**src/rtl/core/mtcg_pkg.sv**
```systemverilog
// Shared types and constants of the MIDI timecode and clock generator.
// No dependencies; imported by every module of the block but the divider.
`default_nettype none

package mtcg_pkg;

  // Widths of the configuration port and of the divider, and the default frame position width
  localparam int CFG_W       = 32;
  localparam int CFG_IDX_W   = 2;
  localparam int FRAME_BITS_DEF = 32;

  // Register indexes
  localparam logic [CFG_IDX_W-1:0] REG_SYNC_MODE       = 2'd0;
  localparam logic [CFG_IDX_W-1:0] REG_FRAMES_PER_BEAT = 2'd1;
  localparam logic [CFG_IDX_W-1:0] REG_MTC_RATE        = 2'd2;
  localparam logic [CFG_IDX_W-1:0] REG_MTC_FPS         = 2'd3;

  // Sync mode codes
  localparam logic [1:0] SYNC_NONE  = 2'd0;
  localparam logic [1:0] SYNC_CLOCK = 2'd1;
  localparam logic [1:0] SYNC_MTC   = 2'd2;

  // Reset values of the registers
  localparam logic [1:0]       RST_SYNC_MODE       = SYNC_NONE;
  localparam logic [CFG_W-1:0] RST_FRAMES_PER_BEAT = 32'd44100;
  localparam logic [CFG_W-1:0] RST_MTC_RATE        = 32'd3528;
  localparam logic [4:0]       RST_MTC_FPS         = 5'd25;

  // Clock period is frames_per_beat / 24: shift right by 3, then divide by 3
  // as a multiply by the reciprocal 0xAAAAAAAB and a right shift by 33
  localparam int          CLOCK_DIV_SHIFT  = 3;
  localparam logic [31:0] CLOCK_DIV_RECIP  = 32'hAAAA_AAAB;
  localparam int          CLOCK_DIV_RSHIFT = 33;

  // Seconds and minutes wrap value
  localparam logic [5:0] SIXTY = 6'd60;

  // MIDI bytes
  localparam logic [7:0] MSG_CLOCK      = 8'hF8;
  localparam logic [7:0] MSG_QUARTER    = 8'hF1;
  localparam logic [7:0] MSG_SYSEX      = 8'hF0;
  localparam logic [7:0] MSG_EOX        = 8'hF7;
  localparam logic [6:0] SYX_REALTIME   = 7'h7F;
  localparam logic [6:0] SYX_DEVICE     = 7'h00;
  localparam logic [7:0] SYX_SUB_MTC    = 8'h01;
  localparam logic [6:0] SYX_FULL_FRAME = 7'h01;

  // Index of the last message of a four-message burst
  localparam logic [1:0] LAST_IDX = 2'd3;

  typedef enum logic {
    SEL_RATE,
    SEL_PERIOD
  } div_sel_e;

  typedef enum logic [1:0] {
    KIND_CLOCK,
    KIND_QF,
    KIND_SYSEX
  } msg_kind_e;

  typedef struct packed {
    logic      latch_in;
    logic      clear_tc;
    logic      div_start;
    div_sel_e  div_sel;
    logic      load_out;
    msg_kind_e kind;
    logic [1:0] idx;
    logic      last;
    logic      advance;
  } ctrl_cmd_t;

  typedef struct packed {
    logic       cmd_rewind;
    logic [1:0] sync_mode;
    logic       div_done;
    logic       period_zero;
    logic       rem_zero;
    logic       rate_zero;
  } dp_status_t;

endpackage

`default_nettype wire

```
**src/rtl/core/mtcg_div.sv**
```systemverilog
// Restoring shift-subtract divider, one quotient bit per cycle; only the
// remainder is brought out. Depends on nothing but its width parameter.
`default_nettype none

module mtcg_div #(
  parameter int W = 32
) (
  input  logic         clk_i,
  input  logic         rst_ni,
  input  logic         start_i,
  input  logic [W-1:0] dividend_i,
  input  logic [W-1:0] divisor_i,
  output logic         done_o,
  output logic [W-1:0] rem_o
);

  localparam int CntW = $clog2(W);

  logic [W-1:0]    rem_q, rem_d;
  logic [W-1:0]    quo_q, quo_d;
  logic [W-1:0]    den_q;
  logic [CntW-1:0] cnt_q;
  logic            busy_q;
  logic            done_q;

  logic [W:0]   shifted;
  logic [W+1:0] diff;
  logic         ge;

  // Shift in the next dividend bit and try the subtract
  always_comb begin
    shifted = {rem_q, quo_q[W-1]};
    diff    = {1'b0, shifted} - {2'b00, den_q};
    ge      = ~diff[W+1];
    rem_d   = ge ? diff[W-1:0] : shifted[W-1:0];
    quo_d   = {quo_q[W-2:0], ge};
  end

  // Control: busy flag, step count and done pulse
  always_ff @(posedge clk_i or negedge rst_ni) begin
    if (!rst_ni) begin
      busy_q <= 1'b0;
      done_q <= 1'b0;
      cnt_q  <= '0;
    end else begin
      done_q <= 1'b0;
      if (start_i) begin
        busy_q <= 1'b1;
        cnt_q  <= '0;
      end else if (busy_q) begin
        cnt_q <= cnt_q + 1'b1;
        if (cnt_q == CntW'(W - 1)) begin
          busy_q <= 1'b0;
          done_q <= 1'b1;
        end
      end
    end
  end

  // Datapath: operands on start, one step per busy cycle
  always_ff @(posedge clk_i) begin
    if (start_i) begin
      rem_q <= '0;
      quo_q <= dividend_i;
      den_q <= divisor_i;
    end else if (busy_q) begin
      rem_q <= rem_d;
      quo_q <= quo_d;
    end
  end

  assign done_o = done_q;
  assign rem_o  = rem_q;

endmodule

`default_nettype wire

```
**src/rtl/core/mtcg_datapath.sv**
```systemverilog
// Datapath: configuration registers, input latch, divider, timecode counters
// and the output message register. Uses mtcg_pkg and mtcg_div.
`default_nettype none

module mtcg_datapath import mtcg_pkg::*; #(
  parameter int FRAME_BITS = FRAME_BITS_DEF
) (
  input  logic                 clk_i,
  input  logic                 rst_ni,
  input  logic                 command_i,
  input  logic [31:0]          frame_pos_i,
  input  logic                 cfg_write_i,
  input  logic [CFG_IDX_W-1:0] cfg_index_i,
  input  logic [CFG_W-1:0]     cfg_data_i,
  input  ctrl_cmd_t            cmd_i,
  output dp_status_t           status_o,
  output logic [7:0]           first_byte_o,
  output logic [6:0]           data1_o,
  output logic                 data1_present_o,
  output logic [6:0]           data2_o,
  output logic                 data2_present_o,
  output logic                 last_o
);

  localparam int PosW    = (FRAME_BITS < 32) ? FRAME_BITS : 32;
  localparam int ScaledW = CFG_W - CLOCK_DIV_SHIFT;

  // Configuration registers
  logic [1:0]       sync_mode_q;
  logic [CFG_W-1:0] fpb_q;
  logic [CFG_W-1:0] rate_q;
  logic [4:0]       fps_q;

  // Latched input item
  logic            rewind_q;
  logic [PosW-1:0] pos_q;

  // Timecode counters
  logic [4:0] fc_q, fc_d;
  logic [5:0] sec_q, sec_d;
  logic [5:0] min_q, min_d;
  logic [7:0] hr_q, hr_d;

  // Clock period from frames per beat
  logic [ScaledW-1:0]    fpb_scaled;
  logic [ScaledW+31:0]   period_prod;
  logic [CFG_W-1:0]      clk_period;

  // Divider operands and results
  logic [CFG_W-1:0] div_dividend;
  logic [CFG_W-1:0] div_divisor;
  logic             div_done;
  logic [CFG_W-1:0] div_rem;

  // Next message
  logic [7:0] msg_first;
  logic [6:0] msg_d1;
  logic       msg_d1p;
  logic [6:0] msg_d2;
  logic       msg_d2p;
  logic [3:0] qf_nibble;

  // Write configuration registers
  always_ff @(posedge clk_i or negedge rst_ni) begin
    if (!rst_ni) begin
      sync_mode_q <= RST_SYNC_MODE;
      fpb_q       <= RST_FRAMES_PER_BEAT;
      rate_q      <= RST_MTC_RATE;
      fps_q       <= RST_MTC_FPS;
    end else if (cfg_write_i) begin
      case (cfg_index_i)
        REG_SYNC_MODE:       sync_mode_q <= cfg_data_i[1:0];
        REG_FRAMES_PER_BEAT: fpb_q       <= cfg_data_i;
        REG_MTC_RATE:        rate_q      <= cfg_data_i;
        REG_MTC_FPS:         fps_q       <= cfg_data_i[4:0];
        default: ;
      endcase
    end
  end

  // Hold the accepted item
  always_ff @(posedge clk_i) begin
    if (cmd_i.latch_in) begin
      rewind_q <= command_i;
      pos_q    <= frame_pos_i[PosW-1:0];
    end
  end

  // Advance the cascaded frame, second, minute and hour counters
  always_comb begin
    fc_d  = fc_q + 5'd1;
    sec_d = sec_q;
    min_d = min_q;
    hr_d  = hr_q;
    if (fc_d >= fps_q) begin
      fc_d  = '0;
      sec_d = sec_q + 6'd1;
      if (sec_d >= SIXTY) begin
        sec_d = '0;
        min_d = min_q + 6'd1;
        if (min_d >= SIXTY) begin
          min_d = '0;
          hr_d  = hr_q + 8'd1;
        end
      end
    end
  end

  always_ff @(posedge clk_i or negedge rst_ni) begin
    if (!rst_ni) begin
      fc_q  <= '0;
      sec_q <= '0;
      min_q <= '0;
      hr_q  <= '0;
    end else if (cmd_i.clear_tc) begin
      fc_q  <= '0;
      sec_q <= '0;
      min_q <= '0;
      hr_q  <= '0;
    end else if (cmd_i.advance) begin
      fc_q  <= fc_d;
      sec_q <= sec_d;
      min_q <= min_d;
      hr_q  <= hr_d;
    end
  end

  // Divide frames per beat by 24: drop three bits, then multiply by 1/3
  always_comb begin
    fpb_scaled  = fpb_q[CFG_W-1:CLOCK_DIV_SHIFT];
    period_prod = fpb_scaled * CLOCK_DIV_RECIP;
    clk_period  = CFG_W'(period_prod >> CLOCK_DIV_RSHIFT);
  end

  // Pick divider operands: position by clock period or by timecode rate
  always_comb begin
    div_dividend = CFG_W'(pos_q);
    case (cmd_i.div_sel)
      SEL_PERIOD: div_divisor = clk_period;
      default:    div_divisor = rate_q;
    endcase
  end

  mtcg_div #(
    .W (CFG_W)
  ) u_div (
    .clk_i      (clk_i),
    .rst_ni     (rst_ni),
    .start_i    (cmd_i.div_start),
    .dividend_i (div_dividend),
    .divisor_i  (div_divisor),
    .done_o     (div_done),
    .rem_o      (div_rem)
  );

  // Nibble of a quarter-frame piece; odd frames carry minutes and hours
  always_comb begin
    case ({fc_q[0], cmd_i.idx})
      3'd0:    qf_nibble = fc_q[3:0];
      3'd1:    qf_nibble = {3'b000, fc_q[4]};
      3'd2:    qf_nibble = sec_q[3:0];
      3'd3:    qf_nibble = {2'b00, sec_q[5:4]};
      3'd4:    qf_nibble = min_q[3:0];
      3'd5:    qf_nibble = {2'b00, min_q[5:4]};
      3'd6:    qf_nibble = hr_q[3:0];
      default: qf_nibble = hr_q[7:4];
    endcase
  end

  // Build the message selected by kind and index
  always_comb begin
    msg_first = MSG_CLOCK;
    msg_d1    = '0;
    msg_d1p   = 1'b0;
    msg_d2    = '0;
    msg_d2p   = 1'b0;
    case (cmd_i.kind)
      KIND_QF: begin
        msg_first = MSG_QUARTER;
        msg_d1    = {fc_q[0], cmd_i.idx, qf_nibble};
        msg_d1p   = 1'b1;
      end
      KIND_SYSEX: begin
        // full-frame sysex at time zero, three body pieces then end of exclusive
        case (cmd_i.idx)
          2'd0: begin
            msg_first = MSG_SYSEX;
            msg_d1    = SYX_REALTIME;
            msg_d1p   = 1'b1;
            msg_d2    = SYX_DEVICE;
            msg_d2p   = 1'b1;
          end
          2'd1: begin
            msg_first = SYX_SUB_MTC;
            msg_d1    = SYX_FULL_FRAME;
            msg_d1p   = 1'b1;
            msg_d2p   = 1'b1;
          end
          2'd2: begin
            msg_first = 8'h00;
            msg_d1p   = 1'b1;
            msg_d2p   = 1'b1;
          end
          default: msg_first = MSG_EOX;
        endcase
      end
      default: ;
    endcase
  end

  // Output message register
  always_ff @(posedge clk_i) begin
    if (cmd_i.load_out) begin
      first_byte_o    <= msg_first;
      data1_o         <= msg_d1;
      data1_present_o <= msg_d1p;
      data2_o         <= msg_d2;
      data2_present_o <= msg_d2p;
      last_o          <= cmd_i.last;
    end
  end

  // Status back to the controller
  always_comb begin
    status_o.cmd_rewind  = rewind_q;
    status_o.sync_mode   = sync_mode_q;
    status_o.div_done    = div_done;
    status_o.period_zero = (clk_period == '0);
    status_o.rem_zero    = (div_rem == '0);
    status_o.rate_zero   = (rate_q == '0);
  end

endmodule

`default_nettype wire

```
**src/rtl/core/mtcg_ctrl.sv**
```systemverilog
// Controller state machine: decodes the item, sequences the divider and
// steps through the result messages. Uses mtcg_pkg.
`default_nettype none

module mtcg_ctrl import mtcg_pkg::*; (
  input  logic       clk_i,
  input  logic       rst_ni,
  input  logic       in_valid_i,
  output logic       in_ready_o,
  output logic       out_valid_o,
  input  logic       out_ready_i,
  input  dp_status_t status_i,
  output ctrl_cmd_t  cmd_o
);

  typedef enum logic [4:0] {
    ST_IDLE   = 5'b00001,
    ST_DECODE = 5'b00010,
    ST_MOD    = 5'b00100,
    ST_LOAD   = 5'b01000,
    ST_SHOW   = 5'b10000
  } state_e;

  state_e     state_q, state_d;
  msg_kind_e  kind_q, kind_d;
  logic [1:0] idx_q, idx_d;
  logic       last;

  assign last = (kind_q == KIND_CLOCK) || (idx_q == LAST_IDX);

  always_comb begin
    state_d = state_q;
    kind_d  = kind_q;
    idx_d   = idx_q;

    cmd_o           = '0;
    cmd_o.div_sel   = SEL_RATE;
    cmd_o.kind      = kind_q;
    cmd_o.idx       = idx_q;
    cmd_o.last      = last;

    in_ready_o  = 1'b0;
    out_valid_o = 1'b0;

    case (state_q)
      ST_IDLE: begin
        in_ready_o     = 1'b1;
        cmd_o.latch_in = in_valid_i;
        if (in_valid_i) begin
          state_d = ST_DECODE;
        end
      end

      // Route by command and sync mode
      ST_DECODE: begin
        idx_d = '0;
        if (status_i.cmd_rewind) begin
          cmd_o.clear_tc = 1'b1;
          kind_d         = KIND_SYSEX;
          state_d        = (status_i.sync_mode == SYNC_MTC) ? ST_LOAD : ST_IDLE;
        end else if (status_i.sync_mode == SYNC_CLOCK) begin
          kind_d = KIND_CLOCK;
          // A zero clock period fires on every tick
          if (status_i.period_zero) begin
            state_d = ST_LOAD;
          end else begin
            cmd_o.div_start = 1'b1;
            cmd_o.div_sel   = SEL_PERIOD;
            state_d         = ST_MOD;
          end
        end else if (status_i.sync_mode == SYNC_MTC) begin
          kind_d = KIND_QF;
          if (status_i.rate_zero) begin
            state_d = ST_LOAD;
          end else begin
            cmd_o.div_start = 1'b1;
            cmd_o.div_sel   = SEL_RATE;
            state_d         = ST_MOD;
          end
        end else begin
          state_d = ST_IDLE;
        end
      end

      // Wait for position modulo period or rate; emit only on a multiple
      ST_MOD: begin
        if (status_i.div_done) begin
          state_d = status_i.rem_zero ? ST_LOAD : ST_IDLE;
        end
      end

      ST_LOAD: begin
        cmd_o.load_out = 1'b1;
        state_d        = ST_SHOW;
      end

      // Present the message; advance counters after the last quarter frame
      ST_SHOW: begin
        out_valid_o = 1'b1;
        if (out_ready_i) begin
          if (last) begin
            cmd_o.advance = (kind_q == KIND_QF);
            state_d       = ST_IDLE;
          end else begin
            idx_d   = idx_q + 2'd1;
            state_d = ST_LOAD;
          end
        end
      end

      default: state_d = ST_IDLE;
    endcase
  end

  always_ff @(posedge clk_i or negedge rst_ni) begin
    if (!rst_ni) begin
      state_q <= ST_IDLE;
      kind_q  <= KIND_CLOCK;
      idx_q   <= '0;
    end else begin
      state_q <= state_d;
      kind_q  <= kind_d;
      idx_q   <= idx_d;
    end
  end

endmodule

`default_nettype wire

```
**src/rtl/core/midi_timecode_and_clock_generator.sv**
```systemverilog
// MIDI timecode and clock generator, top level.
// Input channel: one transfer carries a command (tick or rewind) and a frame
//   position; in_ready_o is high only while the block is idle.
// Output channel: zero to four messages per input, each a first byte with
//   optional data bytes; last_o marks the final message of an input.
// Config channel: always ready; write only while idle. Indexes 0..3 are
//   sync_mode, frames_per_beat, mtc_rate, mtc_fps.
// Timing: one item at a time. A 32-step shift-subtract divider (one bit per
//   cycle) finds position modulo period or rate; a tick on a multiple goes
//   on to its messages, any other tick frees the input with none. A zero
//   period or rate, and a rewind, skip the divider. Each message is loaded
//   into the output register, then shown until it is taken.
// Reset: registers take their defaults, counters clear, no output pending.
// Stall: a message holds on the ports until out_ready_i is seen high; the
//   input stays blocked until the last message of the item transfers.
`default_nettype none

module midi_timecode_and_clock_generator import mtcg_pkg::*; #(
  parameter int FRAME_BITS = FRAME_BITS_DEF
) (
  input  logic                 clk_i,
  input  logic                 rst_ni,
  input  logic                 in_valid_i,
  output logic                 in_ready_o,
  input  logic                 command_i,
  input  logic [31:0]          frame_pos_i,
  input  logic                 cfg_valid_i,
  output logic                 cfg_ready_o,
  input  logic [CFG_IDX_W-1:0] cfg_index_i,
  input  logic [CFG_W-1:0]     cfg_data_i,
  output logic                 out_valid_o,
  input  logic                 out_ready_i,
  output logic [7:0]           first_byte_o,
  output logic [6:0]           data1_o,
  output logic                 data1_present_o,
  output logic [6:0]           data2_o,
  output logic                 data2_present_o,
  output logic                 last_o
);

  ctrl_cmd_t  cmd;
  dp_status_t status;

  // Configuration writes are taken in any cycle
  assign cfg_ready_o = 1'b1;

  mtcg_ctrl u_ctrl (
    .clk_i       (clk_i),
    .rst_ni      (rst_ni),
    .in_valid_i  (in_valid_i),
    .in_ready_o  (in_ready_o),
    .out_valid_o (out_valid_o),
    .out_ready_i (out_ready_i),
    .status_i    (status),
    .cmd_o       (cmd)
  );

  mtcg_datapath #(
    .FRAME_BITS (FRAME_BITS)
  ) u_datapath (
    .clk_i           (clk_i),
    .rst_ni          (rst_ni),
    .command_i       (command_i),
    .frame_pos_i     (frame_pos_i),
    .cfg_write_i     (cfg_valid_i),
    .cfg_index_i     (cfg_index_i),
    .cfg_data_i      (cfg_data_i),
    .cmd_i           (cmd),
    .status_o        (status),
    .first_byte_o    (first_byte_o),
    .data1_o         (data1_o),
    .data1_present_o (data1_present_o),
    .data2_o         (data2_o),
    .data2_present_o (data2_present_o),
    .last_o          (last_o)
  );

endmodule

`default_nettype wire

```
**config.mk**
```make
export PLATFORM = sky130hd
export DESIGN_NAME = midi_timecode_and_clock_generator
export DESIGN_NICKNAME = d
export VERILOG_FILES = /design/src/rtl/core/mtcg_pkg.sv /design/src/rtl/core/mtcg_div.sv /design/src/rtl/core/mtcg_datapath.sv /design/src/rtl/core/mtcg_ctrl.sv /design/src/rtl/core/midi_timecode_and_clock_generator.sv
export SDC_FILE = /design/constraint.sdc
export NUM_CORES = 1
export LEC_CHECK = 0
export BUFFER_PORTS_ARGS = -buffer_cell sky130_fd_sc_hd__buf_2
export CAP_MARGIN = 20
export CORE_AREA = 3 3 214 216
export CTS_BUF_LIST = sky130_fd_sc_hd__clkbuf_16
export CTS_CLUSTER_DIAMETER = 50
export DETAILED_ROUTE_END_ITERATION = 10
export DIE_AREA = 0 0 217 219
export PLACE_DENSITY_LB_ADDON = 0.1
export SLEW_MARGIN = 20
export SYNTH_ARGS = -nofsm -noshare
export SYNTH_HDL_FRONTEND = slang
export SYNTH_SLANG_ARGS = --single-unit
```
**constraint.sdc**
```tcl
create_clock -name clk_i -period 15.2 [get_ports clk_i]
set_clock_uncertainty 0.1 [all_clocks]
set_input_delay 1.52 -clock clk_i [delete_from_list [all_inputs] [get_ports clk_i]]
set_output_delay 1.52 -clock clk_i [all_outputs]
set_load 0.01 [all_outputs]
```
==> impl_metrics.env, run 1 <==
export IMPL_status="completed"
export IMPL_num_io_pins=100
export IMPL_numCtsBuffers=34
export IMPL_drt_pass1_iterations=7
export IMPL_drive_gt1_frac=0.132
export IMPL_vias=16500
export IMPL_fin_crit_ns=10.64
export IMPL_rsz0062_at_grt="false"
export IMPL_cts_resized=0
export IMPL_setup_violations=0
export IMPL_synth_fa_ha_area_frac=0.358
export IMPL_synth_most_common_cell="inv_1"
export IMPL_dp_hpwl_mm=48.0
export IMPL_antenna_found_initial=3
export IMPL_grt_pass1_vias=17100
export IMPL_synth_top_family_by_area="adder cells"
export IMPL_wirelength_mm=58.3
export IMPL_tns_ns=0
export IMPL_grt_use_total=0.250
export IMPL_synth_edf_count=111
export IMPL_slowest_delay_ns=0.60
export IMPL_synth_main_ff_cell="edfxtp_1"
export IMPL_num_nets_final=2949
export IMPL_ys_seq_elements=252
export IMPL_synth_area_leaders="fa_1 18%, ha_1 18%, edfxtp_1 14%"
export IMPL_drc=0
export IMPL_ys_async_sr_fraction=0.433
export IMPL_rows=77
export IMPL_crit_slowest_cell="fa_1"
export IMPL_cts_setup_buffers=0
export IMPL_end_kind="flip-flop"
export IMPL_final_hold_viol_count=0
export IMPL_via_per_inst=5.60
export IMPL_cp_required_ns=15.40
export IMPL_worst_pin_slew_ns=0.940
export IMPL_start_util=0.539
export IMPL_synth_simple_area_share=0.0864
export IMPL_postSynthAreaPerCell_sq_um=10.6
export IMPL_postCtsHoldBufs=0
export IMPL_synth_area_leader_cell="fa_1"
export IMPL_synth_distinct_cells=83
export IMPL_grt_remaining_overflow=0
export IMPL_finalCritPeriodShare=0.700
export IMPL_final_cells=2943
export IMPL_fmax_mhz=94.0
export IMPL_drtIter0Drc=1073
export IMPL_grt_max_degree=66
export IMPL_synth_area_sq_mm=0.0238
export IMPL_maxCapViolCount=0
export IMPL_slew_violations=0
export IMPL_synthTopCellsByCount="341 x inv_1, 339 x ha_1, 213 x fa_1, 133 x nand2_1, 111 x edfxtp_1"
export IMPL_cts_tree="done"
export IMPL_coreArea_sq_mm=0.0441
export IMPL_syn_to_final_growth_pct=8.83
export IMPL_die_w_um=217
export IMPL_ys_seq_area_frac=0.283
export IMPL_die_area_sq_mm=0.0475
export IMPL_synth_mux_area_frac=0.0644
export IMPL_cts_root_buffer="clkbuf_16"
export IMPL_worstSkewPairLatency_ns=0.55
export IMPL_antenna_cells=0
export IMPL_htree_num_levels=2
export IMPL_final_antenna_net_count=0
export IMPL_ys_warn_count=0
export IMPL_worstPathMaxFanout=54
export IMPL_grt_pass1_wl_mm=93.5
export IMPL_die_h_um=219
export IMPL_cp_start_kind="flip-flop"
export IMPL_gp_routability_congestion=0.969
export IMPL_cts_path_max_buffers=3
export IMPL_post_drt_wl_per_cell_um=19.8
export IMPL_synth_compound_area_share=0.109
export IMPL_crit_arrival_ns=10.84
export IMPL_crit_top_cell="fa_1"
export IMPL_nFillCells=3847
export IMPL_netlist_instances=2240
export IMPL_synth_xor_area_frac=0.0328
export IMPL_clk_pin_slew_worst_paths_ns=0.06
export IMPL_relSlewSlack=0.357
export IMPL_place_inst=2881
export IMPL_cts_sinks=252
export IMPL_synth_top_cell_area_share=0.179
export IMPL_io_buffers=91
export IMPL_path_class="flip-flop to flip-flop"
export IMPL_hold_path_class="flip-flop to flip-flop"
## layer usage
| metal | global-route usage | part of all wire |
|---|---|---|
| met1 | 0.348 | 0.46 |
| met2 | 0.417 | 0.47 |
| met3 | 0.0324 | 0.041 |
| met4 | 0.0637 | 0.024 |
| met5 | 0 | 0 |
## critical path, delay by kind of cell, from the launching register on
kind | cells | cell delay (ns)
buf+inv | 8 | 1.88
xor+xnor | 2 | 0.64
fa+ha+maj | 9 | 4.02
flops | 1 | 0.58
compound gates | 5 | 1.82
simple gates | 5 | 0.90
mux | 1 | 0.40
## sequential cells by signal (all words and copies together), names as in the netlist
signal	count
u_ctrl.idx_q	2
u_ctrl.kind_q	2
u_ctrl.state_q	5
u_datapath.data1_o	7
u_datapath.data1_present_o	1
u_datapath.data2_present_o	1
u_datapath.div_dividend	32
u_datapath.fc_q	5
u_datapath.first_byte_o	4
u_datapath.fpb_q	29
u_datapath.fps_q	5
u_datapath.hr_q	8
u_datapath.last_o	1
u_datapath.min_q	6
u_datapath.rate_q	32
u_datapath.rewind_q	1
u_datapath.sec_q	6
u_datapath.sync_mode_q	2
u_datapath.u_div.busy_q	1
u_datapath.u_div.cnt_q	5
u_datapath.u_div.den_q	32
u_datapath.u_div.done_o	1
u_datapath.u_div.quo_q	32
u_datapath.u_div.rem_o	32
## path summary, 6_finish.rpt
path / from / endpoint / slack, ns / depth (start not counted)
setup / recovery: u_datapath.fpb_q[10] / u_datapath.u_div.quo_q[10] / 4.56 / 30
hold / removal: u_datapath.u_div.done_o / u_ctrl.state_q[2] / 0.39 / 1
setup reg to reg: u_datapath.fpb_q[10] / u_datapath.u_div.quo_q[10] / 4.56 / 30
hold reg to reg: u_datapath.u_div.done_o / u_ctrl.state_q[2] / 0.39 / 1
max in group asynchronous: rst_ni / u_datapath.hr_q[7] / 12.83 / 2
min in group asynchronous: rst_ni / u_datapath.u_div.cnt_q[4] / 0.93 / 1
## area by class of cell
cell class | instances | area [sq um] | area share
clock buffer | 34 | 851 | 0.0329
multi-input combinational | 1593 | 15500 | 0.599
clock inverter | 28 | 233 | 0.00900
inverter | 342 | 1280 | 0.0497
tap | 592 | 741 | 0.0286
timing repair buffer | 102 | 541 | 0.0209
sequential | 252 | 6720 | 0.260
## cells by family after synthesis
kind of cell / after synthesis
multiplexers: 132
adder cells (fa/ha/maj): 552
AND/OR/NAND/NOR: 421
AO/OA/AOI/OAI: 391
flip-flops: 252
other: 2
buffers and inverters: 401
XOR/XNOR: 89
## layout by cell type (no fill, tap or decap), types with 12 or more instances in the layout
cell type,count
a211oi_1,18
a21o_1,40
a21oi_1,103
a311oi_1,15
and3_1,16
buf_2,90
buf_4,12
clkbuf_16,34
dfrtp_1,93
dfstp_2,15
dfxtp_1,32
edfxtp_1,111
fa_1,213
ha_1,339
inv_1,348
mux2_2,103
mux2_4,16
mux2i_1,13
nand2_1,133
nand2b_1,15
nand3_1,33
nand4_1,27
nor2_1,104
nor2b_1,18
nor4_1,22
o211ai_1,16
o21ai_0,87
o21bai_1,13
xnor2_1,53
xor2_1,36
## stage by stage
step | util | area, sq um | worst slack, ns | hold slack, ns
after floorplan | - | 23800 | 6.53 | 0.338
after global placement | 0.562 | 24800 | 4.65 | 0.379
after detailed placement | 0.562 | 24800 | 4.55 | 0.370
after CTS | 0.586 | 25900 | 4.55 | 0.402
after global routing | 0.586 | 25900 | 4.07 | 0.416
final | 0.586 | 25900 | 4.56 | 0.392
Power of run 1 is not shown: default switching activity piles up to over one toggle a cycle in this logic, so the estimate is an artifact.
==> run 2: changes to the inputs <==
- clock period: 15.2 -> 9.9 ns (I/O delays scaled with it)
==> run 2 against run 1 <==
Compared with the run above:
- wire length is essentially flat
- first-iteration DRC count fell by 1.7%
- fmax rose by 12%
- cell count grew 0.51%
- sequential cell count stayed put
- hold slack barely moved
- count of clock-buffer cells in the layout rose by 1
- cell area rose by 0.82%
- die area unchanged
- sequential share of layout area fell by 0.21 points
- utilization up 0.48 points
- global-route usage about the same
==> impl_metrics.env, run 2 (synthesis results as in run 1) <==
export IMPL_slew_violations=0
export IMPL_cts_tree="done"
export IMPL_drt_pass1_iterations=6
export IMPL_drtIter0Drc=1055
export IMPL_grt_pass1_wl_mm=93.6
export IMPL_crit_arrival_ns=9.65
export IMPL_drive_gt1_frac=0.139
export IMPL_syn_to_final_growth_pct=9.73
export IMPL_crit_slowest_cell="fa_1"
export IMPL_rr_worst_depth=30
export IMPL_grt_max_degree=66
export IMPL_timing_rr_start="u_datapath.fpb_q[10]"
export IMPL_numCtsBuffers=34
export IMPL_min_from="u_datapath.u_div.done_o"
export IMPL_maxCapViolCount=0
export IMPL_final_cell_mix="346 x inv_1, 339 x ha_1, 212 x fa_1"
export IMPL_clk_pin_slew_worst_paths_ns=0.06
export IMPL_num_io_pins=100
export IMPL_worstPathMaxFanout=31
export IMPL_cts_path_max_buffers=3
export IMPL_reg2reg_to="u_datapath.u_div.quo_q[23]"
export IMPL_start_util=0.539
export IMPL_setup_violations=0
export IMPL_antenna_found_initial=5
export IMPL_end_kind="flip-flop"
export IMPL_post_drt_wl_per_cell_um=19.7
export IMPL_finalCritPeriodShare=0.958
export IMPL_pre_cts_ws_ns=-0.271
export IMPL_cts_root_buffer="clkbuf_16"
export IMPL_cts_sinks=252
export IMPL_dp_hpwl_mm=47.5
export IMPL_whs_ns=0.391
export IMPL_rows=77
export IMPL_crit_top_cell="fa_1"
export IMPL_nFillCells=3810
export IMPL_via_per_inst=5.63
export IMPL_fin_crit_ns=9.48
export IMPL_whs_path_depth=1
export IMPL_coreArea_sq_mm=0.0441
export IMPL_grt_remaining_overflow=0
export IMPL_die_w_um=217
export IMPL_hold_path_class="flip-flop to flip-flop"
export IMPL_path_class="flip-flop to flip-flop"
export IMPL_htree_num_levels=2
export IMPL_worstSkewPairLatency_ns=0.53
export IMPL_cp_required_ns=10.06
export IMPL_status="completed"
export IMPL_vias=16700
export IMPL_final_common_cell="inv_1"
export IMPL_die_h_um=219
export IMPL_grt_pass1_vias=17300
export IMPL_io_buffers=91
export IMPL_drc=0
export IMPL_final_antenna_net_count=0
export IMPL_setup_ws_ns=0.416
export IMPL_rsz0062_at_grt="false"
export IMPL_grt_use_total=0.249
export IMPL_worst_pin_slew_ns=0.896
export IMPL_final_util=0.591
export IMPL_cp_start_kind="flip-flop"
export IMPL_die_area_sq_mm=0.0475
export IMPL_final_hold_viol_count=0
export IMPL_reg2reg_slack_ns=0.42
export IMPL_postCtsHoldBufs=0
export IMPL_slowest_delay_ns=0.61
export IMPL_whs_endpoint="u_ctrl.state_q[2]"
export IMPL_gp_routability_congestion=0.948
export IMPL_wirelength_mm=58.3
export IMPL_relSlewSlack=0.387
export IMPL_fmax_mhz=105
export IMPL_num_nets_final=2960
export IMPL_tns_ns=0
## run 2: changes by cell type in the layout (fill, tap and decap cells not counted), sizes merged, moves of 2 or more
cell	change
bufinv	+3
diode	+4
clkinv	-2
buf	+11
inv	-3
## run 2: worst max-delay path by stage
| stage | from | to | cells past startpoint |
|---|---|---|---|
| floorplan | u_datapath.fpb_q[10] | u_datapath.u_div.quo_q[0] | 29 |
| global placement | u_datapath.fpb_q[19] | u_datapath.u_div.den_q[4] | 26 |
| detailed placement | u_datapath.fpb_q[19] | u_datapath.u_div.den_q[10] | 26 |
| CTS | u_datapath.fpb_q[19] | u_datapath.u_div.quo_q[11] | 27 |
| global route | u_datapath.fpb_q[10] | u_datapath.u_div.quo_q[20] | 30 |
| finish | u_datapath.fpb_q[10] | u_datapath.u_div.quo_q[23] | 30 |
## run 2: through the flow
stage | cell area (sq um) | cells
5_1_grt | 26100 | 2958
3_3_place_gp | 24900 | 2891
3_5_place_dp | 24900 | 2891
2_1_floorplan | 23800 | 2246
6_report | 26100 | 2958
4_1_cts | 26100 | 2953
## run 2: critical path: cells and delay by family, from the launching register on
family / cells / cell delay [ns]
XOR/XNOR: 1 / 0.26
multiplexers: 1 / 0.33
buffers and inverters: 8 / 1.21
adder cells (fa/ha/maj): 9 / 3.98
flip-flops: 1 / 0.58
AO/OA/AOI/OAI: 5 / 1.38
AND/OR/NAND/NOR: 6 / 1.34
## run 2: per-layer routing
metal	GRT usage	routed length, um	part of all wire	up-vias
li1	-	-	-	7945
met1	0.344	26600	0.46	8252
met2	0.413	27600	0.47	373
met3	0.0354	2600	0.045	87
met4	0.0726	1550	0.027	0
met5	0	0	0	-
## run 2: layout make-up
cell class	count	area [sq um]	share of cell area
Tap cell	592	741	0.0284
Timing Repair Buffer	113	627	0.0240
Sequential cell	252	6720	0.258
Clock inverter	27	293	0.0112
Multi-Input combinational cell	1593	15500	0.595
Clock buffer	35	876	0.0336
Inverter	342	1280	0.0493
Antenna cell	4	10.0	0.000384
## run 2: repair_timing
item	in CTS	in global routing
endpoints found under the setup margin	80	119
cloned	0	0
pin swaps	0	2
resized for setup	3	4
buffers inserted	0	1
Power of run 2 is left out for the same reason.
